**config.mk**
```make
export PLATFORM = sky130hd
export DESIGN_NAME = http_response_completion_detector
export DESIGN_NICKNAME = d
export VERILOG_FILES = /design/src/hw/rtl/hrcd_pkg.sv /design/src/hw/rtl/hrcd_track.sv /design/src/hw/rtl/http_response_completion_detector.sv
export SDC_FILE = /design/constraint.sdc
export NUM_CORES = 1
export LEC_CHECK = 0
export BUFFER_PORTS_ARGS = -buffer_cell sky130_fd_sc_hd__buf_2
export CAP_MARGIN = 20
export CORE_MARGIN = 1
export CORE_UTILIZATION = 25
export CTS_CLUSTER_SIZE = 24
export DETAILED_ROUTE_END_ITERATION = 10
export PLACE_DENSITY = 0.37
export SYNTH_ARGS = -nofsm -noshare
export SYNTH_HDL_FRONTEND = slang
export SYNTH_SLANG_ARGS = --single-unit
export TNS_END_PERCENT = 20
```
**constraint.sdc**
```tcl
create_clock -name clk -period 11.25 [get_ports clk]
set_clock_uncertainty 0.05 [all_clocks]
set_input_delay 2.25 -clock clk [delete_from_list [all_inputs] [get_ports clk]]
set_output_delay 2.25 -clock clk [all_outputs]
set_load 0.05 [all_outputs]
```
**src/hw/rtl/hrcd_pkg.sv**
```systemverilog
// shared types and constants for the http response completion detector
`timescale 1ns / 1ps
`default_nettype none

package hrcd_pkg;

  localparam int COUNT_BITS = 32;
  localparam int KEY_LEN    = 14;
  localparam int LEN_BITS   = 64;
  localparam int HDR_BITS   = 32;
  localparam int OUT_BITS   = 2 + HDR_BITS + LEN_BITS;
  localparam int OUT_DATA_W = ((OUT_BITS + 7) / 8) * 8;

  localparam logic [COUNT_BITS-1:0] COUNT_MAX = '1;

  localparam logic [7:0] CH_CR    = 8'h0D;
  localparam logic [7:0] CH_LF    = 8'h0A;
  localparam logic [7:0] CH_COLON = 8'h3A;
  localparam logic [7:0] CH_SPACE = 8'h20;
  localparam logic [7:0] CH_ZERO  = 8'h30;
  localparam logic [7:0] CH_NINE  = 8'h39;
  localparam logic [7:0] CH_UP_A  = 8'h41;
  localparam logic [7:0] CH_UP_Z  = 8'h5A;
  localparam logic [7:0] CASE_GAP = 8'h20;

  localparam logic [23:0] CR_LF_CR = {CH_CR, CH_LF, CH_CR};

  localparam logic [7:0] KEY_CHARS [KEY_LEN] = '{
    "c", "o", "n", "t", "e", "n", "t", "-", "l", "e", "n", "g", "t", "h"
  };

  typedef struct packed {
    logic [7:0] data_byte;
    logic       first_byte;
  } item_t;

  typedef struct packed {
    logic                complete;
    logic                header_done;
    logic [HDR_BITS-1:0] header_bytes;
    logic [LEN_BITS-1:0] body_length;
  } result_t;

endpackage

`default_nettype wire

```
**src/hw/rtl/hrcd_track.sv**
```systemverilog
// per-response tracking state and the single-pass update for one byte
`timescale 1ns / 1ps
`default_nettype none

module hrcd_track (
  input  wire logic            clk,
  input  wire logic            rst,
  input  wire logic            take,
  input  wire hrcd_pkg::item_t item,
  output hrcd_pkg::result_t    res
);
  import hrcd_pkg::*;

  typedef enum logic [2:0] {PH_KEY, PH_COLON, PH_SPACE, PH_DIGITS, PH_DONE} phase_t;
  typedef enum logic [1:0] {ST_NONE, ST_VALID, ST_OVER} status_t;

  logic [23:0]           recent_bytes, recent_bytes_next;
  logic [COUNT_BITS-1:0] bytes_seen, bytes_seen_next;
  logic                  blank_line_seen, blank_line_seen_next;
  logic [COUNT_BITS-1:0] header_end_count, header_end_count_next;
  logic [3:0]            key_progress, key_progress_next;
  phase_t                field_phase, field_phase_next;
  logic [LEN_BITS-1:0]   length_value, length_value_next;
  status_t               length_status, length_status_next;

  logic [23:0]           rb;
  logic [COUNT_BITS-1:0] bs, hend;
  logic                  blank;
  logic [3:0]            kp;
  phase_t                ph;
  logic [LEN_BITS-1:0]   lv;
  status_t               ls;
  logic [7:0]            b, folded;
  logic                  is_digit;
  logic [LEN_BITS+3:0]   scaled;
  logic [LEN_BITS-1:0]   body;
  logic [COUNT_BITS-1:0] body_span;

  always_comb begin
    b        = item.data_byte;
    is_digit = (b >= CH_ZERO) && (b <= CH_NINE);
    folded   = (b inside {[CH_UP_A:CH_UP_Z]}) ? b + CASE_GAP : b;
    scaled   = ({4'b0, lv} << 3) + ({4'b0, lv} << 1) + (LEN_BITS + 4)'(b - CH_ZERO);
  end

  // a new response starts from the reset state
  always_comb begin
    if (item.first_byte) begin
      rb    = '0;
      bs    = '0;
      blank = 1'b0;
      hend  = '0;
      kp    = '0;
      ph    = PH_KEY;
      lv    = '0;
      ls    = ST_NONE;
    end else begin
      rb    = recent_bytes;
      bs    = bytes_seen;
      blank = blank_line_seen;
      hend  = header_end_count;
      kp    = key_progress;
      ph    = field_phase;
      lv    = length_value;
      ls    = length_status;
    end
  end

  always_comb begin
    bytes_seen_next       = (bs != COUNT_MAX) ? bs + 1'b1 : bs;
    blank_line_seen_next  = blank;
    header_end_count_next = hend;
    if (!blank && rb == CR_LF_CR && b == CH_LF) begin
      blank_line_seen_next  = 1'b1;
      header_end_count_next = bytes_seen_next;
    end
    recent_bytes_next = {rb[15:0], b};

    key_progress_next  = kp;
    field_phase_next   = ph;
    length_value_next  = lv;
    length_status_next = ls;

    case (ph)
      PH_KEY: begin
        if (kp < 4'(KEY_LEN) && folded == KEY_CHARS[kp]) begin
          key_progress_next = kp + 1'b1;
        end else begin
          key_progress_next = (folded == KEY_CHARS[0]) ? 4'd1 : 4'd0;
        end
        if (key_progress_next >= 4'(KEY_LEN)) begin
          field_phase_next = PH_COLON;
        end
      end
      PH_COLON: begin
        if (b == CH_COLON) begin
          field_phase_next = PH_SPACE;
        end
      end
      PH_SPACE, PH_DIGITS: begin
        if (is_digit) begin
          field_phase_next = PH_DIGITS;
          if (ls != ST_OVER) begin
            if (scaled[LEN_BITS+3:LEN_BITS] != 4'd0) begin
              length_status_next = ST_OVER;
              length_value_next  = '0;
            end else begin
              length_status_next = ST_VALID;
              length_value_next  = scaled[LEN_BITS-1:0];
            end
          end
        end else if (!(ph == PH_SPACE && b == CH_SPACE)) begin
          field_phase_next = PH_DONE;
        end
      end
      default: begin
      end
    endcase

    body = (field_phase_next == PH_DONE && length_status_next == ST_VALID) ?
           length_value_next : '0;
    body_span = bytes_seen_next - header_end_count_next;

    res.complete     = blank_line_seen_next && (LEN_BITS'(body_span) >= body);
    res.header_done  = blank_line_seen_next;
    res.header_bytes = blank_line_seen_next ? HDR_BITS'(header_end_count_next) : '0;
    res.body_length  = body;
  end

  always_ff @(posedge clk) begin
    if (rst) begin
      recent_bytes     <= '0;
      bytes_seen       <= '0;
      blank_line_seen  <= 1'b0;
      header_end_count <= '0;
      key_progress     <= '0;
      field_phase      <= PH_KEY;
      length_value     <= '0;
      length_status    <= ST_NONE;
    end else if (take) begin
      recent_bytes     <= recent_bytes_next;
      bytes_seen       <= bytes_seen_next;
      blank_line_seen  <= blank_line_seen_next;
      header_end_count <= header_end_count_next;
      key_progress     <= key_progress_next;
      field_phase      <= field_phase_next;
      length_value     <= length_value_next;
      length_status    <= length_status_next;
    end
  end

`ifndef SYNTHESIS
  a_complete_needs_header: assert property (@(posedge clk) disable iff (rst)
    res.complete |-> res.header_done)
    else $error("complete without header end");

  a_header_end_bounded: assert property (@(posedge clk) disable iff (rst)
    blank_line_seen |-> (header_end_count != '0) && (header_end_count <= bytes_seen))
    else $error("header end count out of range");

  a_blank_sticky: assert property (@(posedge clk) disable iff (rst)
    take && !item.first_byte && blank_line_seen |=> blank_line_seen)
    else $error("header end lost within a response");

  a_overflow_clears: assert property (@(posedge clk) disable iff (rst)
    length_status == ST_OVER |-> length_value == '0)
    else $error("overflowed length holds a value");

  a_body_only_when_done: assert property (@(posedge clk) disable iff (rst)
    res.body_length != '0 |-> field_phase_next == PH_DONE)
    else $error("body length reported before value ended");
`endif

endmodule

`default_nettype wire

```
**src/hw/rtl/http_response_completion_detector.sv**
```systemverilog
// top level: input stage, byte tracker and result register
`timescale 1ns / 1ps
`default_nettype none

// Content-Length framing detector for an HTTP response byte stream.
// s_axis carries one response byte per transaction; tuser set marks the
// first byte of a new response and clears all tracking state before that
// byte is taken. m_axis returns one result per input byte, in order:
// complete, header_done, header_bytes and the effective body length.
// An accepted byte is held in the input register, and the single-pass
// update then loads its result into the result register, which drives
// m_axis. One transaction is taken every cycle while the output side
// keeps up.
// When m_axis stalls, the result register holds its transaction and the
// input register still takes one byte if it is empty, then s_axis_tready
// drops until the result is taken. Reset (synchronous, active high) empties
// both registers and returns the tracker to its start-of-response state.
module http_response_completion_detector (
  input  wire logic                            clk,
  input  wire logic                            rst,
  input  wire logic                            s_axis_tvalid,
  output logic                                 s_axis_tready,
  input  wire logic [7:0]                      s_axis_tdata,  // data_byte
  input  wire logic                            s_axis_tuser,  // first_byte
  output logic                                 m_axis_tvalid,
  input  wire logic                            m_axis_tready,
  // complete, header_done, header_bytes, body_length, zero padding
  output logic [hrcd_pkg::OUT_DATA_W-1:0]      m_axis_tdata
);
  import hrcd_pkg::*;

  logic    in_valid;
  item_t   in_item;
  logic    out_valid;
  result_t out_res;
  result_t res;
  logic    advance;

  assign advance       = in_valid && (!out_valid || m_axis_tready);
  assign s_axis_tready = !in_valid || advance;

  hrcd_track u_track (
    .clk  (clk),
    .rst  (rst),
    .take (advance),
    .item (in_item),
    .res  (res)
  );

  always_ff @(posedge clk) begin
    if (rst) begin
      in_valid  <= 1'b0;
      out_valid <= 1'b0;
    end else begin
      if (s_axis_tready) begin
        in_valid <= s_axis_tvalid;
      end
      if (advance) begin
        out_valid <= 1'b1;
      end else if (m_axis_tready) begin
        out_valid <= 1'b0;
      end
    end
  end

  always_ff @(posedge clk) begin
    if (s_axis_tready && s_axis_tvalid) begin
      in_item.data_byte  <= s_axis_tdata;
      in_item.first_byte <= s_axis_tuser;
    end
    if (advance) begin
      out_res <= res;
    end
  end

  assign m_axis_tvalid = out_valid;
  assign m_axis_tdata  = {(OUT_DATA_W - OUT_BITS)'(0), out_res.body_length,
                          out_res.header_bytes, out_res.header_done, out_res.complete};

`ifndef SYNTHESIS
  a_advance_fills_output: assert property (@(posedge clk) disable iff (rst)
    advance |=> out_valid)
    else $error("result register not loaded");

  a_stall_holds_result: assert property (@(posedge clk) disable iff (rst)
    out_valid && !m_axis_tready && !advance |=> out_valid && $stable(out_res))
    else $error("stalled result changed");

  a_no_drop_on_stall: assert property (@(posedge clk) disable iff (rst)
    in_valid && out_valid && !m_axis_tready |-> !s_axis_tready)
    else $error("input taken while both stages full");
`endif

endmodule

`default_nettype wire

```
* Word level (Yosys, flattened, before mapping)
Memories as Yosys holds them, arrays and structs flattened. Index checks and enable logic that the tools add are counted.
Word-level totals: output and inout port bits 106, input port bits 13, memories 1, ROM bits 128, register bits after elaboration 271, word-level logic and storage cells 99
Cells by class: multiplexer cells 34, magnitude comparators 8, add/subtract/negate cells 7, bitwise operators 1, reduce and logical (&&, ||, !) cells 19, equality and inequality tests 13
Memories:
- (name not given) | words 16, width 8, rd ports 1, clocked after Yosys merged registers in 0, write ports 0, line hrcd_track.sv:86 | if (kp < 4'(KEY_LEN) && folded == KEY_CHARS[kp]) begin
Operator list (number):
- $mux W64 | 6
- $mux W32 | 4
- $add A67 B65 Y68 | 1
- $add A68 B68 Y68 | 1
- $ge A32 B64 Y1 | 1
- $add A32 B1 Y32 const B | 1
- $ne A32 B32 Y1 const B | 1
- $sub A32 B32 Y32 | 1
- $eq A24 B20 Y1 const B | 1
- $mux W24 | 1
- $mux W8 | 3
- $eq A8 B6 Y1 const B | 2
- $mux W4 | 4
- $mux W3 | 5
- $logic_and A1 B1 Y1 | 10
- $mux W2 | 5
- $pmux W3 S3 | 1
- $sub A8 B6 Y9 const B | 1
- $add A8 B6 Y8 const B | 1
- $eq A8 B4 Y1 const B | 1
- $eq A8 B7 Y1 const B | 1
- $eq A8 B8 Y1 | 1
- $ge A8 B6 Y1 const B | 1
- $ge A8 B7 Y1 const B | 1
- other kinds (19) | 27

* Depth between registers and ports, before layout
word-level depth 17, gate-level depth with buffers 38, mapped depth without buffers 36

* Hierarchy
From an unflattened synthesis, not the netlist that was laid out.
Second synthesis, totals: cell total of the unflattened synthesis 2449, area total of the unflattened synthesis 20761.2 µm²
Modules (own cells, without submodules):
- hrcd_track | cells an instance 2325, times used 1, area an instance 17395.4 µm², seq. area each 3243.1 µm²
- http_response_completion_detector | cells an instance 124, times used 1, area an instance 3365.7 µm², seq. area each 3253.1 µm²

* Worst setup path before layout
No wires, ideal clock.
path kind register to register, start reg in_item[5] (netlist bit), end reg out_res (netlist bit m_axis_tdata[0]), data pin, arrival 8884 ps, library setup time 132 ps, buffers on the path 3, data required time 11068 ps, clock period less this slack 9066 ps, stages on the path, launching flop included 34, path slack 2184 ps, cells stage by stage edfxtp_1 -> ha_1 -> nor3_1 -> inv_1 -> fa_1 -> inv_1 -> ha_1 -> clkbuf_1 -> a21o_1 -> a31oi_1 -> nor2_1 -> a211o_1 -> a21oi_1 -> o41ai_4 -> or4_1 -> nand3_1 -> o2111a_1 -> buf_2 -> buf_2 -> and2_1 -> a21oi_1 -> or2_2 -> ha_1 -> nand4_1 -> nor3_1 -> a311o_1 -> a311oi_1 -> o21ai_0 -> nand3_1 -> a2111o_1 -> nor3_1 -> nand4bb_1 -> o32ai_1 -> a41o_1
RTL lines:
- from (decl) | line http_response_completion_detector.sv:33 | item_t in_item;
- to (signal assigned) | line http_response_completion_detector.sv:72 | out_res <= res;
- to (decl) | line http_response_completion_detector.sv:35 | result_t out_res;

==> results.py <==
metrics = {
    "drt": {
        "drc_errors": 10,
        "first_iter_violations": 1375,
        "ant_nets": 0,
        "dr.pass1.iters": 10,
        "wl_um": 69500,
        "via_count": 18000,
        "wire_per_inst_um": 19.3,
        "via_per_inst": 4.99,
    },
    "pwr": {
        "p_sw_mw": 0.900,
        "clockPowerShare": 0.432,
        "pwr-share-seq": 0.374,
        "combPwrFrac": 0.194,
        "vdd_drop_max_v": 0.0000657,
        "netSwitchingFraction": 0.310,
        "p_int_mw": 2.00,
        "power_mw": 2.90,
        "power_leakage_nw": 9.17,
        "p_per_area_nw_per_um2": 125,
    },
    "clock_network": {
        "cts_resized": 0,
        "root_buffer": "clkbuf_16",
        "postCtsSetupRepairBufs": 0,
        "clock_path_buffers": 3,
        "cts.htree.levels": 2,
        "tritoncts": "done",
        "postCtsHoldBufs": 0,
        "clk_latency_ps": 560,
        "cts.sinks": 271,
        "path_clk_slew_ps": 60,
        "cts_buffers": 36,
    },
    "logic_synthesis": {
        "synth-seq-cells": 271,
        "synthTopCellsByCount": "nor2_1, nand2_1, a21oi_1, inv_1, dfxtp_1",
        "synth_edf_count": 107,
        "yosysUniqueCellTypes": 90,
        "yosys-top-cells-area": "dfxtp_1, edfxtp_1, ha_1",
        "ys.warnings.count": 0,
        "synth_top_area_frac": 0.160,
        "yosysTopAreaCell": "dfxtp_1",
        "synth_flop_cell": "dfxtp_1",
        "synthesis.area_um2": 20500,
        "seq_area_frac_synth": 0.317,
        "avgSynthCellArea_um2": 8.24,
        "synth_most_common_cell": "nor2_1",
        "ys_async_sr_fraction": 0,
        "synthCells": 2485,
    },
    "critical_path": {
        "reg2reg_slack_ps": 1350,
        "required_ps": 11630,
        "crit_top_cell": "nor3_1",
        "critPathCapture": "m_axis_tdata[0]$_DFFE_PP_",
        "crit_fanout": 35,
        "r2r_end": "m_axis_tdata[0]$_DFFE_PP_",
        "setup.worst_path.start": "in_item[5]$_DFFE_PP_",
        "startpoint_type": "flip-flop",
        "reg2regPathDepth": 32,
        "cp_data_arrival_time_ps": 10290,
        "worst_setup_path_end_kind": "flip-flop",
        "cpPeakStageDelay_ps": 670,
        "crit_path_top_delay_cell": "nor3_1",
        "critPathKind": "reg -> reg",
        "reg2reg_from": "in_item[5]$_DFFE_PP_",
    },
    "floorplanning": {
        "start_util": 0.253,
        "die_h_um": 288,
        "ios": 119,
        "coreArea_um2": 80800,
        "dieArea_um2": 83100,
        "core.rowCount": 104,
        "die_w_um": 288,
    },
    "final_layout": {
        "syn_to_final_growth_pct": 13.6,
        "drive_gt1_frac": 0.0999,
        "ff_latch_area_um2": 6500,
        "fillers": 8704,
        "antenna_cells": 0,
        "fin_util": 0.288,
        "multi_input_area_um2": 12700,
        "nNetsFinal": 2739,
    },
    "global_routing": {
        "grt_pass1_vias": 17500,
        "overflow": 0,
        "grtUsageTotal": 0.167,
        "grt_max_degree": 101,
        "grt_antenna_before_repair": 2,
        "grt_pass1_wl_um": 107000,
    },
    "run": {
        "drv_cap": 0,
    },
    "timing": {
        "holdWs_ps": 403,
        "min_period_ps": 9900,
        "post-route-period-util": 0.880,
        "tightest_slew_ps": 1010,
        "setup_violations": 0,
        "hold_violations": 0,
        "finalSetupTns_ps": 0,
        "drv_slew": 0,
        "timing.slew.headroom": 0.325,
        "rsz0062_at_grt": "no",
        "fmax_mhz": 101,
    },
    "min_path": {
        "hold_class": "reg -> reg",
    },
    "run_status": {
        "status": "finished, violations left",
        "violations": "design-rule violations",
    },
    "place": {
        "dp_hpwl_um": 52400,
        "port-buffer-count": 112,
        "gp_congestion": 0.905,
    },
}
[cell type report]
class,count,share of cell area
multi-input cells,1881,0.546
flip-flops and latches,271,0.279
well taps,1060,0.0570
clock buffers,42,0.0405
repair buffers,135,0.0323
inverters,191,0.0312
clock inverters,23,0.0137
[routing by layer]
metal	part of all wire	vias up	global-route usage	routed length, µm
met4	0.019	0	0.0377	1300
li1	-	8778	-	-
met2	0.43	374	0.253	29900
met5	0	-	0	0
met3	0.039	63	0.0198	2710
met1	0.51	8773	0.249	35600
[worst min path at each step]
stage                                                     start                                     to  slack, ps  depth (start not counted)
after global placement    u_track.recent_bytes[18]$_SDFFE_PP0P_  u_track.recent_bytes[18]$_SDFFE_PP0P_        390                          2
after detailed placement  u_track.recent_bytes[20]$_SDFFE_PP0P_  u_track.recent_bytes[20]$_SDFFE_PP0P_        400                          2
after floorplan           u_track.recent_bytes[16]$_SDFFE_PP0P_  u_track.recent_bytes[16]$_SDFFE_PP0P_        380                          2
final                     u_track.recent_bytes[21]$_SDFFE_PP0P_  u_track.recent_bytes[21]$_SDFFE_PP0P_        400                          2
after global routing       u_track.recent_bytes[2]$_SDFFE_PP0P_   u_track.recent_bytes[2]$_SDFFE_PP0P_        420                          2
after CTS                 u_track.recent_bytes[21]$_SDFFE_PP0P_  u_track.recent_bytes[21]$_SDFFE_PP0P_        410                          2
[cells in the final DEF (no fill, tap or decap), types with 20 or more instances in the layout]
cell         n
ha_1       146
nand2b_1    20
buf_2      111
a21oi_1    238
dfxtp_1    164
buf_4       22
o21ai_0     70
o21bai_1    25
and2_1      24
nand3_1     51
nor3b_1     32
nor2_1     305
a22oi_1     74
a211oi_1    73
inv_1      188
fa_1        64
nand2_1    240
nand4_1     35
nor2b_1     28
or2_2       31
a21o_1      44
clkbuf_16   36
xor2_1      44
nor3_1      54
edfxtp_1   107
xnor2_1     77
[power groups by stage]
stage	clock, mW	combinational, mW	sequential [mW]
floorplan	0	0.350	1.16
global placement	0	0.564	1.11
detailed placement	0	0.564	1.11
CTS	1.30	0.568	1.09
global route	1.33	0.627	1.09
finish	1.25	0.563	1.08
[logic make-up (layout without fill, tap and decap cells)]
logic type	Yosys count	count (layout)	share of synthesized area
multiplexers	2	2	0.00104
buffers and inverters	338	391	0.0646
AO/OA/AOI/OAI	644	644	0.206
XOR/XNOR	121	121	0.0518
AND/OR/NAND/NOR	898	898	0.207
other	1	6	0.000183
flip-flops	271	271	0.317
adder cells (fa/ha/maj)	210	210	0.152
[critical path, delay by kind of cell, from the launching register on]
family	cells	cell delay, ps
AOI/OAI and AO/OA	11	2600
adders and majority gates	4	1660
buffers and inverters	4	1230
DFF	1	540
and+or+nand+nor	13	3620
[state kept, by name (all words and copies together), names as in the netlist]
signal / cells
u_track.blank_line_seen: 1
u_track.header_end_count: 32
u_track.recent_bytes: 24
u_track.bytes_seen: 32
u_track.length_status: 2
in_item: 9
m_axis_tvalid: 1
m_axis_tdata: 98
u_track.field_phase: 3
u_track.length_value: 64
u_track.key_progress: 4
in_valid: 1
[per-stage QoR]
step	area, µm²	std cells	setup slack, ps
final	23300	3603	1350
after global routing	23300	3603	555
after CTS	23300	3603	1130
after detailed placement	22000	3538	1160
after global placement	22000	3538	1530
after floorplan	20500	2490	2180
Note: power is estimated with default switching activity, not from simulation.
